[src/hw/rtl/bsr_pkg.sv]
package bsr_pkg;

  // Ring size; a power of two so the slot is the low bits of the position.
  localparam int CAPACITY = 64;
  localparam int SLOT_W   = $clog2(CAPACITY);
  localparam int CNT_W    = SLOT_W + 1;
  localparam int POS_W    = 32;
  localparam int BYTE_W   = 8;
  localparam int FUNC_W   = 2;

  localparam int QUEUE_DEPTH = 2;
  localparam int QUEUE_AW    = $clog2(QUEUE_DEPTH);

  localparam logic [FUNC_W-1:0] FUNC_BYTE = 2'd0;
  localparam logic [FUNC_W-1:0] FUNC_MARK = 2'd1;
  localparam logic [FUNC_W-1:0] FUNC_READ = 2'd2;

  typedef enum logic [1:0] {
    OP_BYTE,
    OP_MARK,
    OP_READ,
    OP_NOP
  } op_t;

  typedef struct packed {
    op_t               op;
    logic [POS_W-1:0]  pos;
    logic [BYTE_W-1:0] value;
    logic              eof;
    logic [CNT_W-1:0]  read_count;
  } cmd_t;

endpackage

[src/hw/rtl/bsr_ram.sv]
module bsr_ram #(
  parameter int WIDTH = 8,
  parameter int DEPTH = 64
) (
  input  logic                     clk,
  input  logic                     wr_en,
  input  logic [$clog2(DEPTH)-1:0] wr_addr,
  input  logic [WIDTH-1:0]         wr_data,
  input  logic                     rd_en,
  input  logic [$clog2(DEPTH)-1:0] rd_addr,
  output logic [WIDTH-1:0]         rd_data
);

  logic [WIDTH-1:0] mem [DEPTH];

  always_ff @(posedge clk) begin
    if (wr_en) begin
      mem[wr_addr] <= wr_data;
    end
    if (rd_en) begin
      rd_data <= mem[rd_addr];
    end
  end

endmodule

[src/hw/rtl/bsr_front.sv]
module bsr_front (
  input  logic                     clk,
  input  logic                     rst,
  input  logic                     in_valid,
  output logic                     in_stall,
  input  logic [bsr_pkg::FUNC_W-1:0] func,
  input  logic [bsr_pkg::POS_W-1:0]  pos,
  input  logic [bsr_pkg::BYTE_W-1:0] value,
  input  logic                     eof,
  input  logic [bsr_pkg::CNT_W-1:0]  read_count,
  output logic                     push,
  output bsr_pkg::cmd_t            push_cmd,
  input  logic                     q_full
);
  import bsr_pkg::*;

  logic f_valid;
  cmd_t f_cmd;
  op_t  op_dec;
  logic accept;

  always_comb begin
    unique case (func)
      FUNC_BYTE: op_dec = OP_BYTE;
      FUNC_MARK: op_dec = OP_MARK;
      FUNC_READ: op_dec = OP_READ;
      default:   op_dec = OP_NOP;
    endcase
  end

  assign push     = f_valid && !q_full;
  assign in_stall = f_valid && q_full;
  assign accept   = in_valid && !in_stall;
  assign push_cmd = f_cmd;

  always_ff @(posedge clk) begin
    if (rst) begin
      f_valid <= 1'b0;
    end else begin
      f_valid <= accept || (f_valid && !push);
    end
    if (accept) begin
      f_cmd.op         <= op_dec;
      f_cmd.pos        <= pos;
      f_cmd.value      <= value;
      f_cmd.eof        <= eof;
      f_cmd.read_count <= read_count;
    end
  end

endmodule

[src/hw/rtl/bsr_cmd_queue.sv]
module bsr_cmd_queue (
  input  logic          clk,
  input  logic          rst,
  input  logic          push,
  input  bsr_pkg::cmd_t push_cmd,
  output logic          q_full,
  output logic          q_valid,
  output bsr_pkg::cmd_t q_cmd,
  input  logic          pop
);
  import bsr_pkg::*;

  cmd_t                entries [QUEUE_DEPTH];
  logic [QUEUE_AW-1:0] wr_ptr;
  logic [QUEUE_AW-1:0] rd_ptr;
  logic [QUEUE_AW:0]   count;
  logic                do_push;
  logic                do_pop;

  assign q_full  = (count == (QUEUE_AW+1)'(QUEUE_DEPTH));
  assign q_valid = (count != '0);
  assign q_cmd   = entries[rd_ptr];
  assign do_push = push && !q_full;
  assign do_pop  = pop && q_valid;

  always_ff @(posedge clk) begin
    if (rst) begin
      wr_ptr <= '0;
      rd_ptr <= '0;
      count  <= '0;
    end else begin
      if (do_push) begin
        wr_ptr <= wr_ptr + 1'b1;
      end
      if (do_pop) begin
        rd_ptr <= rd_ptr + 1'b1;
      end
      if (do_push && !do_pop) begin
        count <= count + 1'b1;
      end else if (do_pop && !do_push) begin
        count <= count - 1'b1;
      end
    end
    if (do_push) begin
      entries[wr_ptr] <= push_cmd;
    end
  end

endmodule

[src/hw/rtl/bsr_back.sv]
module bsr_back (
  input  logic                       clk,
  input  logic                       rst,
  input  logic                       q_valid,
  input  bsr_pkg::cmd_t              q_cmd,
  output logic                       pop,
  output logic                       out_valid,
  input  logic                       out_stall,
  output logic                       has_byte,
  output logic [bsr_pkg::BYTE_W-1:0] out_byte,
  output logic                       stream_ended,
  output logic [bsr_pkg::CNT_W-1:0]  unassembled_count,
  output logic                       last
);
  import bsr_pkg::*;

  typedef enum logic [2:0] {
    S_IDLE,
    S_EXEC,
    S_DRAIN,
    S_FIN,
    S_STAT,
    S_RD,
    S_LD
  } state_t;

  state_t              state;
  cmd_t                cmd;
  logic [CAPACITY-1:0] ring_valid;
  logic [POS_W-1:0]    next_expected;
  logic [CNT_W-1:0]    unread;
  logic                end_known;
  logic [POS_W-1:0]    end_position;
  logic [CNT_W-1:0]    held_count;
  logic                ended;
  logic [CNT_W-1:0]    n;
  logic [CNT_W-1:0]    idx;
  logic                pend;
  logic [SLOT_W-1:0]   pend_idx;

  logic [POS_W-1:0]  ahead;
  logic [CNT_W-1:0]  win_sum;
  logic [SLOT_W-1:0] slot;
  logic [SLOT_W-1:0] head;
  logic              store_ok;
  logic              drain_step;
  logic [CNT_W-1:0]  rc_sat;
  logic              out_free;
  logic [BYTE_W-1:0] ring_rd;
  logic [BYTE_W-1:0] obuf_rd;

  assign pop        = (state == S_IDLE) && q_valid;
  assign slot       = cmd.pos[SLOT_W-1:0];
  assign head       = next_expected[SLOT_W-1:0];
  assign ahead      = cmd.pos - next_expected;
  assign win_sum    = {1'b0, ahead[SLOT_W-1:0]} + unread;
  assign store_ok   = (cmd.op == OP_BYTE) && !ended && (cmd.pos >= next_expected) &&
                      (ahead[POS_W-1:SLOT_W] == '0) &&
                      (win_sum <= CNT_W'(CAPACITY - 1)) && !ring_valid[slot];
  assign drain_step = (state == S_DRAIN) && ring_valid[head];
  assign rc_sat     = (cmd.read_count > unread) ? unread : cmd.read_count;
  assign out_free   = !out_valid || !out_stall;

  bsr_ram #(.WIDTH(BYTE_W), .DEPTH(CAPACITY)) u_ring (
    .clk     (clk),
    .wr_en   ((state == S_EXEC) && store_ok),
    .wr_addr (slot),
    .wr_data (cmd.value),
    .rd_en   (drain_step),
    .rd_addr (head),
    .rd_data (ring_rd)
  );

  // Holds the bytes of one drain until the final status is known.
  bsr_ram #(.WIDTH(BYTE_W), .DEPTH(CAPACITY)) u_obuf (
    .clk     (clk),
    .wr_en   (pend),
    .wr_addr (pend_idx),
    .wr_data (ring_rd),
    .rd_en   (state == S_RD),
    .rd_addr (idx[SLOT_W-1:0]),
    .rd_data (obuf_rd)
  );

  always_ff @(posedge clk) begin
    if (rst) begin
      state         <= S_IDLE;
      ring_valid    <= '0;
      next_expected <= '0;
      unread        <= '0;
      end_known     <= 1'b0;
      end_position  <= '0;
      held_count    <= '0;
      ended         <= 1'b0;
      n             <= '0;
      idx           <= '0;
      pend          <= 1'b0;
      out_valid     <= 1'b0;
    end else begin
      pend     <= drain_step;
      pend_idx <= n[SLOT_W-1:0];
      if (out_valid && !out_stall) begin
        out_valid <= 1'b0;
      end
      unique case (state)
        S_IDLE: begin
          if (q_valid) begin
            cmd   <= q_cmd;
            state <= S_EXEC;
          end
        end
        S_EXEC: begin
          n <= '0;
          unique case (cmd.op) inside
            OP_READ: begin
              unread <= unread - rc_sat;
              state  <= S_STAT;
            end
            OP_BYTE, OP_MARK: begin
              if (ended) begin
                state <= S_STAT;
              end else begin
                if (cmd.eof) begin
                  end_known    <= 1'b1;
                  end_position <= (cmd.op == OP_BYTE) ? cmd.pos + 1'b1 : cmd.pos;
                end
                if (store_ok) begin
                  ring_valid[slot] <= 1'b1;
                  held_count       <= held_count + 1'b1;
                end
                state <= S_DRAIN;
              end
            end
            default: begin
              state <= S_STAT;
            end
          endcase
        end
        S_DRAIN: begin
          if (drain_step) begin
            ring_valid[head] <= 1'b0;
            next_expected    <= next_expected + 1'b1;
            held_count       <= held_count - 1'b1;
            unread           <= unread + 1'b1;
            n                <= n + 1'b1;
          end else begin
            state <= S_FIN;
          end
        end
        S_FIN: begin
          if (end_known && (next_expected >= end_position)) begin
            ended      <= 1'b1;
            ring_valid <= '0;
            held_count <= '0;
          end
          idx   <= '0;
          state <= (n == '0) ? S_STAT : S_RD;
        end
        S_STAT: begin
          if (out_free) begin
            out_valid         <= 1'b1;
            has_byte          <= 1'b0;
            out_byte          <= '0;
            stream_ended      <= ended;
            unassembled_count <= held_count;
            last              <= 1'b1;
            state             <= S_IDLE;
          end
        end
        S_RD: begin
          state <= S_LD;
        end
        S_LD: begin
          if (out_free) begin
            out_valid         <= 1'b1;
            has_byte          <= 1'b1;
            out_byte          <= obuf_rd;
            stream_ended      <= ended;
            unassembled_count <= held_count;
            last              <= (idx == n - 1'b1);
            idx               <= idx + 1'b1;
            state             <= (idx == n - 1'b1) ? S_IDLE : S_RD;
          end
        end
        default: begin
          state <= S_IDLE;
        end
      endcase
    end
  end

endmodule

[src/hw/rtl/byte_stream_reassembler_top.sv]
// Channel   Handshake            Payload
// input     in_valid / in_stall  func, pos, value, eof, read_count
// output    out_valid / out_stall has_byte, out_byte, stream_ended,
//                                unassembled_count, last
//
// A reader count, an ignored request or a segment after end of stream passes idle,
// execute and status in the back part; other segments pass idle, execute, drain
// (one step per ring slot walked: single read port of the ring) and finish, then
// status if none is released, else a read and load per staged byte (registered read).
// Reset (rst, synchronous) clears all valid bits and counters at once; there
// is no clearing pass.
// A stall on the output holds the result register and the back part; the
// front keeps taking requests until its stage and the two-entry queue fill.
module byte_stream_reassembler_top (
  input  logic                       clk,
  input  logic                       rst,
  input  logic                       in_valid,
  output logic                       in_stall,
  input  logic [bsr_pkg::FUNC_W-1:0] func,
  input  logic [bsr_pkg::POS_W-1:0]  pos,
  input  logic [bsr_pkg::BYTE_W-1:0] value,
  input  logic                       eof,
  input  logic [bsr_pkg::CNT_W-1:0]  read_count,
  output logic                       out_valid,
  input  logic                       out_stall,
  output logic                       has_byte,
  output logic [bsr_pkg::BYTE_W-1:0] out_byte,
  output logic                       stream_ended,
  output logic [bsr_pkg::CNT_W-1:0]  unassembled_count,
  output logic                       last
);
  import bsr_pkg::*;

  logic push;
  cmd_t push_cmd;
  logic q_full;
  logic q_valid;
  cmd_t q_cmd;
  logic pop;

  // Decode the request code and hold one request.
  bsr_front u_front (
    .clk        (clk),
    .rst        (rst),
    .in_valid   (in_valid),
    .in_stall   (in_stall),
    .func       (func),
    .pos        (pos),
    .value      (value),
    .eof        (eof),
    .read_count (read_count),
    .push       (push),
    .push_cmd   (push_cmd),
    .q_full     (q_full)
  );

  // Decouple the front from the drain and playout.
  bsr_cmd_queue u_queue (
    .clk      (clk),
    .rst      (rst),
    .push     (push),
    .push_cmd (push_cmd),
    .q_full   (q_full),
    .q_valid  (q_valid),
    .q_cmd    (q_cmd),
    .pop      (pop)
  );

  // Store, drain in order, detect end of stream, and emit results.
  bsr_back u_back (
    .clk               (clk),
    .rst               (rst),
    .q_valid           (q_valid),
    .q_cmd             (q_cmd),
    .pop               (pop),
    .out_valid         (out_valid),
    .out_stall         (out_stall),
    .has_byte          (has_byte),
    .out_byte          (out_byte),
    .stream_ended      (stream_ended),
    .unassembled_count (unassembled_count),
    .last              (last)
  );

endmodule

[config.mk]
export PLATFORM = sky130hd
export DESIGN_NAME = byte_stream_reassembler_top
export DESIGN_NICKNAME = d
export VERILOG_FILES = /design/src/hw/rtl/bsr_pkg.sv /design/src/hw/rtl/bsr_ram.sv /design/src/hw/rtl/bsr_front.sv /design/src/hw/rtl/bsr_cmd_queue.sv /design/src/hw/rtl/bsr_back.sv /design/src/hw/rtl/byte_stream_reassembler_top.sv
export SDC_FILE = /design/constraint.sdc
export NUM_CORES = 2
export LEC_CHECK = 0
export BUFFER_PORTS_ARGS = -buffer_cell sky130_fd_sc_hd__buf_2
export CAP_MARGIN = 5
export CORE_ASPECT_RATIO = 0.5
export CORE_UTILIZATION = 57
export DETAILED_ROUTE_END_ITERATION = 6
export MAX_ROUTING_LAYER = met4
export PLACE_DENSITY = 0.82
export SLEW_MARGIN = 10
export SYNTH_ARGS = -nofsm -noshare
export SYNTH_HDL_FRONTEND = slang
export SYNTH_SLANG_ARGS = --single-unit
[constraint.sdc]
create_clock -name clk -period 11.05 [get_ports clk]
set_clock_uncertainty 0.1 [all_clocks]
set_input_delay 1.105 -clock clk [delete_from_list [all_inputs] [get_ports clk]]
set_output_delay 1.105 -clock clk [all_outputs]
set_load 0.05 [all_outputs]
# After elaboration in Yosys (flattened, before gate mapping)
# Memory sizes are Yosys's and may differ from the RTL's. A register that Yosys moved wholly into a read port is not among the register bits.
# Cells that the tools add are included.
dict set report classes {
  addsub 15
  n_lt_le_gt_ge 8
  eq_ne 22
  muxes 58
  n_bitwise 5
  n_reduce_logical 55
}
# cell count
set op_table {}
lappend op_table {{2-to-1 mux 64 bit} 5}
lappend op_table {{one-hot mux 64 bit (3 select lines)} 1}
lappend op_table {{2-to-1 mux 7 bit} 10}
lappend op_table {{adder 32 x 1 -> 32 bit, second input constant} 2}
lappend op_table {{bitwise AND 64 bit} 1}
lappend op_table {{greater-or-equal comparator 32 bit} 2}
lappend op_table {{inverter 64 bit} 1}
lappend op_table {{OR 64 bit} 1}
lappend op_table {{one-hot mux 7 bit (2 select lines)} 3}
lappend op_table {{2-to-1 mux 32 bit} 1}
lappend op_table {{subtractor 32 bit} 1}
lappend op_table {{adder 7 x 1 -> 7 bit, second input constant} 4}
lappend op_table {{zero test 26 bit} 1}
lappend op_table {{2-to-1 mux 3 bit} 7}
lappend op_table {{one-hot mux 3 bit (7 select lines)} 1}
lappend op_table {{one-hot mux 7 bit (3 select lines)} 1}
lappend op_table {{logical AND 1 bit} 20}
lappend op_table {{2-to-1 mux 1 bit} 17}
lappend op_table {{2-to-1 mux 8 bit} 2}
lappend op_table {{one-hot mux 8 bit (2 select lines)} 1}
lappend op_table {{< comparator 6 x 7 -> 1 bit, second input constant} 2}
lappend op_table {{subtractor 7 x 1 -> 7 bit, second input constant} 2}
lappend op_table {{binary-select mux 1 bit (select 6 bit)} 2}
lappend op_table {{demux 1 bit (select 6 bit)} 2}
lappend op_table {{other kinds (32)} 73}
dict set report totals {
  register_bits 242
  ram_bits 1124
  out_inout_bits 20
  elab_cells 193
  memories 3
}
# name depth width read_ports rd_ports_with_merged_regs write_ports line
set memory_table {}
lappend memory_table {u_back.u_obuf.mem 64 8 1 1 1 bsr_ram.sv:14} ;# logic [WIDTH-1:0] mem [DEPTH];
lappend memory_table {u_back.u_ring.mem 64 8 1 1 1 bsr_ram.sv:14}
lappend memory_table {u_queue.entries 2 50 1 1 1 bsr_cmd_queue.sv:13} ;# cmd_t entries [QUEUE_DEPTH];

# Longest topological paths before layout
dict set report depth {
  depth_word 10
  ltp_mapped 21
  ltp_nobuf 20
}

# Hierarchy
# Synthesis repeated with hierarchy kept, for this count alone.
dict set report unflattened {
  hier_cells 3855
  area_unflattened_um2 61092.3
}
# mod n_inst cells_each area_each_um2 seq_area_each_um2
set by_module_without_submodules {}
lappend by_module_without_submodules {{bsr_ram (u_back.u_ring)} 1 940 20246.9 15615.0}
lappend by_module_without_submodules {{bsr_ram (u_back.u_obuf)} 1 919 20215.6 15615.0}
lappend by_module_without_submodules {bsr_back 1 1757 15250.9 5485.3}
lappend by_module_without_submodules {bsr_cmd_queue 1 181 3814.9 3103.0}
lappend by_module_without_submodules {bsr_front 1 58 1564.0 1521.5}

# Worst setup path after synthesis
# OpenSTA, ideal clock, no wires.
dict set report synth_path {
  path_type {register to register}
  start {register u_back.next_expected[1]}
  end {memory u_back.u_ring.mem[16][0], enable pin}
  setup_time_ns 0.370
  t_arrival_ns 4.595
  required_ns 10.580
  path_slack_ns 5.985
  path_stages_with_launch 20
  period_less_slack_ns 5.065
  path_cell_list {dfxtp_1 buf_2 buf_2 clkinv_1 ha_1 nor2b_1 o2111ai_1 nand2_1 xor2_1 ha_1 nor3b_1 nor4_1 o311a_1 nand4_1 nor4bb_1 and4_1 nand4_1 nor4_4 nand3_1 nor2_1}
}
dict set report synth_via {
  elab_chain_len 8
}
# item line
set synth_rtl {}
lappend synth_rtl {{start: declaration} bsr_back.sv:30} ;# logic [POS_W-1:0] next_expected;
lappend synth_rtl {{start signal: assignment} bsr_back.sv:142} ;# next_expected <= next_expected + 1'b1;
lappend synth_rtl {{subtractor 32 bit / greater-or-equal comparator 32 bit (equally long branches)} {bsr_back.sv:55, bsr_back.sv:57}}
lappend synth_rtl {{adder 6 x 7 -> 7 bit (tied with other cells)} bsr_back.sv:56} ;# assign win_sum = {1'b0, ahead[SLOT_W-1:0]} + unread;
lappend synth_rtl {{less-or-equal comparator 7 x 6 -> 1 bit / logical AND 1 bit (equally long branches)} {bsr_back.sv:59, bsr_back.sv:57}}
lappend synth_rtl {{logical AND 1 bit (*)} bsr_back.sv:58} ;# (ahead[POS_W-1:SLOT_W] == '0) &&
lappend synth_rtl {{logical AND 1 bit (*)} bsr_back.sv:59} ;# (win_sum <= CNT_W'(CAPACITY - 1)) && !ring_valid[slot];
lappend synth_rtl {{logical AND 1 bit (*)} bsr_back.sv:66} ;# .wr_en ((state == S_EXEC) && store_ok),
lappend synth_rtl {{2-to-1 mux 1 bit (*)} bsr_ram.sv:17} ;# if (wr_en) begin
lappend synth_rtl {{2-to-1 mux 1 bit (implied by the code) (*)} bsr_ram.sv:18} ;# mem[wr_addr] <= wr_data;
lappend synth_rtl {{end: declaration} bsr_ram.sv:14}
# Mark *: on every way between the ends. The rest lies on a longest branch, timed or not.

# Worst setup path after layout
dict set report layout_path {
  start {register u_back.next_expected[2]}
  end {memory u_back.u_ring.mem[1][5], enable pin}
}
# The elaborated chain is that of the path after synthesis.

==> key figures <==
Yosys
  – Most used DFF post-synth: edfxtp_1
  – Post-Synthesis Cells: roughly 3.8k
  – Unique masters post-synth: 79
  – Syn_area_per_cell: 15.74 µm²
  – Compound-cell area share of the yosys netlist: 9.451%
  – Post-Synth Simple-Gate Area: 6.289%
  – Ranking of synthesized cells by area: edfxtp_1, mux4_2, dfxtp_1
  – Synth top area share: 64.30%
  – Largest family of logic cells by synthesized area: compound AO/OA/AOI/OAI gates
  – Post-synthesis mux area share: 8.506%
  – #FFs+latches synth: 1432
  – Dominant cell type by area after synthesis: edfxtp_1
  – Post-synth EDFFs: 1264
  – Post-Syn Nets: between 3k and 4k
  – Async set or reset register ratio after synthesis: 0%
  – Synthesis warning total: 0
  – Post-synthesis xor/xnor area fraction: between 1 and 1.5%
  – Seq/Total Area, Yosys: a little over two thirds
  – Post-Synth Adder-Cell Area: 2.149%
  – Post-Syn Area: a little under 60000 µm²

Min path
  – Worst Hold Path Cells: 0
  – Class of the worst hold path: reg -> reg

Clocking
  – CTS Buf Count: 114
  – CTS Sinks: approximately 1.4k
  – H-tree lvl count: 3
  – Root Driver: clkbuf_16
  – Clk buf depth: 3
  – Clock Latency Late Sink: 0.77 ns
  – Post-CTS Hold Fix Bufs: 0
  – Setup Buffers After CTS: 0
  – Clock Pin Slew Worst Setup and Hold Paths: 0.08 ns
  – Post-CTS Resized: 0
  – CTS tree: done

Pwr
  – Part of the power in registers: 52.6%
  – Tot Pwr: roughly 12 mW
  – Clock power share: 36.3%
  – Switch Pwr: ~3 mW
  – Worst VDD drop: 0.1539 mV
  – LEAKAGE: about 20 nW
  – Int Power: 8.812 mW
  – Power Density: 182.2 nW/µm²
  – Net Sw Frac: between 20% and 30%
  – Comb pwr share: 11.1%

STA
  – Final Hold Vio Count: 0
  – Final setup TNS: 0 ns
  – Final hold slack: 0.3425 ns
  – Fmax: 164.5 MHz
  – Fin crit period: 6.079 ns
  – Max transition margin: around an eighth
  – Max-slew violation count: 0
  – Least-Margin Pin Slew: around 1.3 ns
  – Final period util: 55.01%
  – # setup viols final: 0
  – RSZ-0062 raised after global routing: no

Setup path
  – Crit-path cells: buf_4 -> inv_1 -> ha_1 -> a21o_1 -> a21oi_1 -> nand2_1 -> xor2_1 -> ha_1 -> nor3b_1 -> nor4_1 -> o311a_1 -> nand4_1 -> nor4bb_1 -> and4_1 -> nand4_1 -> nor4_4 -> buf_4 -> nand3_1 -> nor2_1
  – CP Depth: 19
  – CP Launch Type: flop
  – Worst path top cell family by delay: simple AND/OR/NAND/NOR gates
  – Slowest CP cell: nor2_1
  – Worst Path Required: 11.32 ns
  – Critical path class: reg -> reg
  – Worst R2R Path Depth: 19
  – CP Capture Type: flop
  – CP max stage delay: around 0.69 ns
  – Buf/Inv on CP: 3
  – WP data arrival: 6.34 ns
  – Critical path peak fanout: 30

GRT
  – Grt ovf: 0
  – First-pass GRT wire length: 225.5 mm
  – Maximum number of pins on one net before global-route repair: slightly above 80
  – Initial antenna violation count: 3
  – GR Util All Layers: 29.85%
  – Vias in the first global route: 34.73k

Floorplan
  – Initial core utilization: 57.53%
  – Die Span Y: 229.6 µm
  – Die X-Extent: 457.1 µm
  – Num ports: 74
  – Core area: just over 100000 µm²
  – Die ar.: 104900 µm²
  – # rows: 83

Detailed routing
  – Vias per Instance: a little under 7
  – WL per Instance: 29.10 µm
  – Initial DRC Count: 4922
  – Initial DRT Pass Iterations: 7
  – Final ANT Viol Nets: 0
  – DRT Wirelength: 152.8 mm
  – Via count: 35.97k
  – Residual DRC: 0

Flow run
  – Max Cap Viol: 0

Placement
  – RD Place Congestion: 0.9635
  – Detailed Place HPWL: 93.40 mm
  – Dpl cell area: approximately 60000 µm²
  – Port Buffer Count: 73

Final layout
  – FILL cells: between 6k and 7k
  – Nets: 3942
  – Most common cell after layout, fill and taps aside: edfxtp_1
  – Area grow syn2layout: 9.460%
  – Share of cells above drive strength 1: 14.90%
  – Most frequent cells in the layout: edfxtp_1, nor2_1, a22oi_1, mux4_2, dfxtp_1
  – Final instance area: between 60000 and 70000 µm²

Run status
  – Status: finished, final reports clean
area by class of cell:
class                      instances  area [µm²]  area share [%]
inverter                         100       375.4          0.5809
clock inverter                    63       661.9           1.024
multi-input combinational       2013       16560           25.63
tap                             1360        1702           2.634
sequential                      1432       41330           63.96
timing repair buffer             128       793.3           1.228
clock buffer                     151        3186           4.930
antenna                            2       5.005        0.007746
worst reg2reg max path, stage by stage (launching register included):
cell	delay [ns]
dfxtp_1	0.32
buf_4	0.39
inv_1	0.26
ha_1	0.31
a21o_1	0.19
a21oi_1	0.34
nand2_1	0.18
xor2_1	0.18
ha_1	0.30
nor3b_1	0.05
nor4_1	0.40
o311a_1	0.24
nand4_1	0.09
nor4bb_1	0.26
and4_1	0.24
nand4_1	0.13
nor4_4	0.28
buf_4	0.32
nand3_1	0.38
nor2_1	0.69
power by group through the flow:
| stage | Sequential, mW | Combinational (mW) | Clock [mW] |
|---|---|---|---|
| global placement | 6.30 | 1.25 | 0 |
| floorplan | 6.31 | 0.841 | 0 |
| global route | 6.20 | 1.39 | 4.48 |
| finish | 6.19 | 1.31 | 4.27 |
| detailed placement | 6.31 | 1.27 | 0 |
| CTS | 6.19 | 1.28 | 4.29 |
flip-flops by register name, summed over array words and instances (netlist names), 8 cells and up:
name / flops
u_back.out_byte: 8
u_back.ring_valid: 64
u_front.push_cmd: 50
u_back.u_ring.rd_data: 8
u_back.u_obuf.rd_data: 8
u_back.u_obuf.mem: 512
u_back.next_expected: 32
u_back.cmd: 50
u_back.u_ring.mem: 512
u_back.end_position: 32
u_queue.entries: 100
stage by stage:
stage / utilization, % / cells / setup slack [ns]
2_1_floorplan: - / 3751 / 5.985
5_1_grt: 62.98 / 5249 / 4.719
3_5_place_dp: 59.20 / 5032 / 5.140
6_report: 62.98 / 5249 / 4.971
4_1_cts: 62.95 / 5246 / 5.066
3_3_place_gp: 59.20 / 5032 / 5.401
synth_stat cells, drive strengths merged, types with 25 or more instances:
master  instances
xnor2          58
a41oi          25
a21o           27
xor2           43
a22o           29
clkbuf        139
buf            67
inv            95
a221oi         53
nand4          58
and3           25
edfxtp       1264
nand2         135
a211oi         41
a31oi          28
nor2          293
o21ai          56
mux4          184
o31ai          71
mux2           53
a22oi         203
a21oi         107
ha             95
dfxtp         168
nand3          91
o211ai         61
nor3           33
mux2i          28
routing by layer:
| layer | global-route usage, % | vias to the layer above | wire length, µm |
|---|---|---|---|
| met4 | 11.21 | 0 | 6660 |
| met1 | 39.09 | 17950 | 57220 |
| met5 | - | - | 0 |
| met2 | 46.29 | 2502 | 72150 |
| li1 | - | 15070 | - |
| met3 | 6.257 | 449 | 16740 |
final timing paths:
check	startpoint	endpoint	slack [ns]
min reg2reg	u_front.push_cmd[32]	u_queue.entries[1][32]	0.34
min	u_front.push_cmd[32]	u_queue.entries[1][32]	0.34
max	u_back.next_expected[2]	u_back.u_ring.mem[1][5]	4.97
max reg2reg	u_back.next_expected[2]	u_back.u_ring.mem[1][5]	4.97
cells by family after synthesis:
group                      Yosys count
DFF                               1432
and+or+nand+nor                    775
muxes                              265
xor gates and xnor gates           101
AOI/OAI and AO/OA                  773
buffers and inverters              306
adders and majority gates           99
Note: power is estimated with default switching activity, not from simulation.
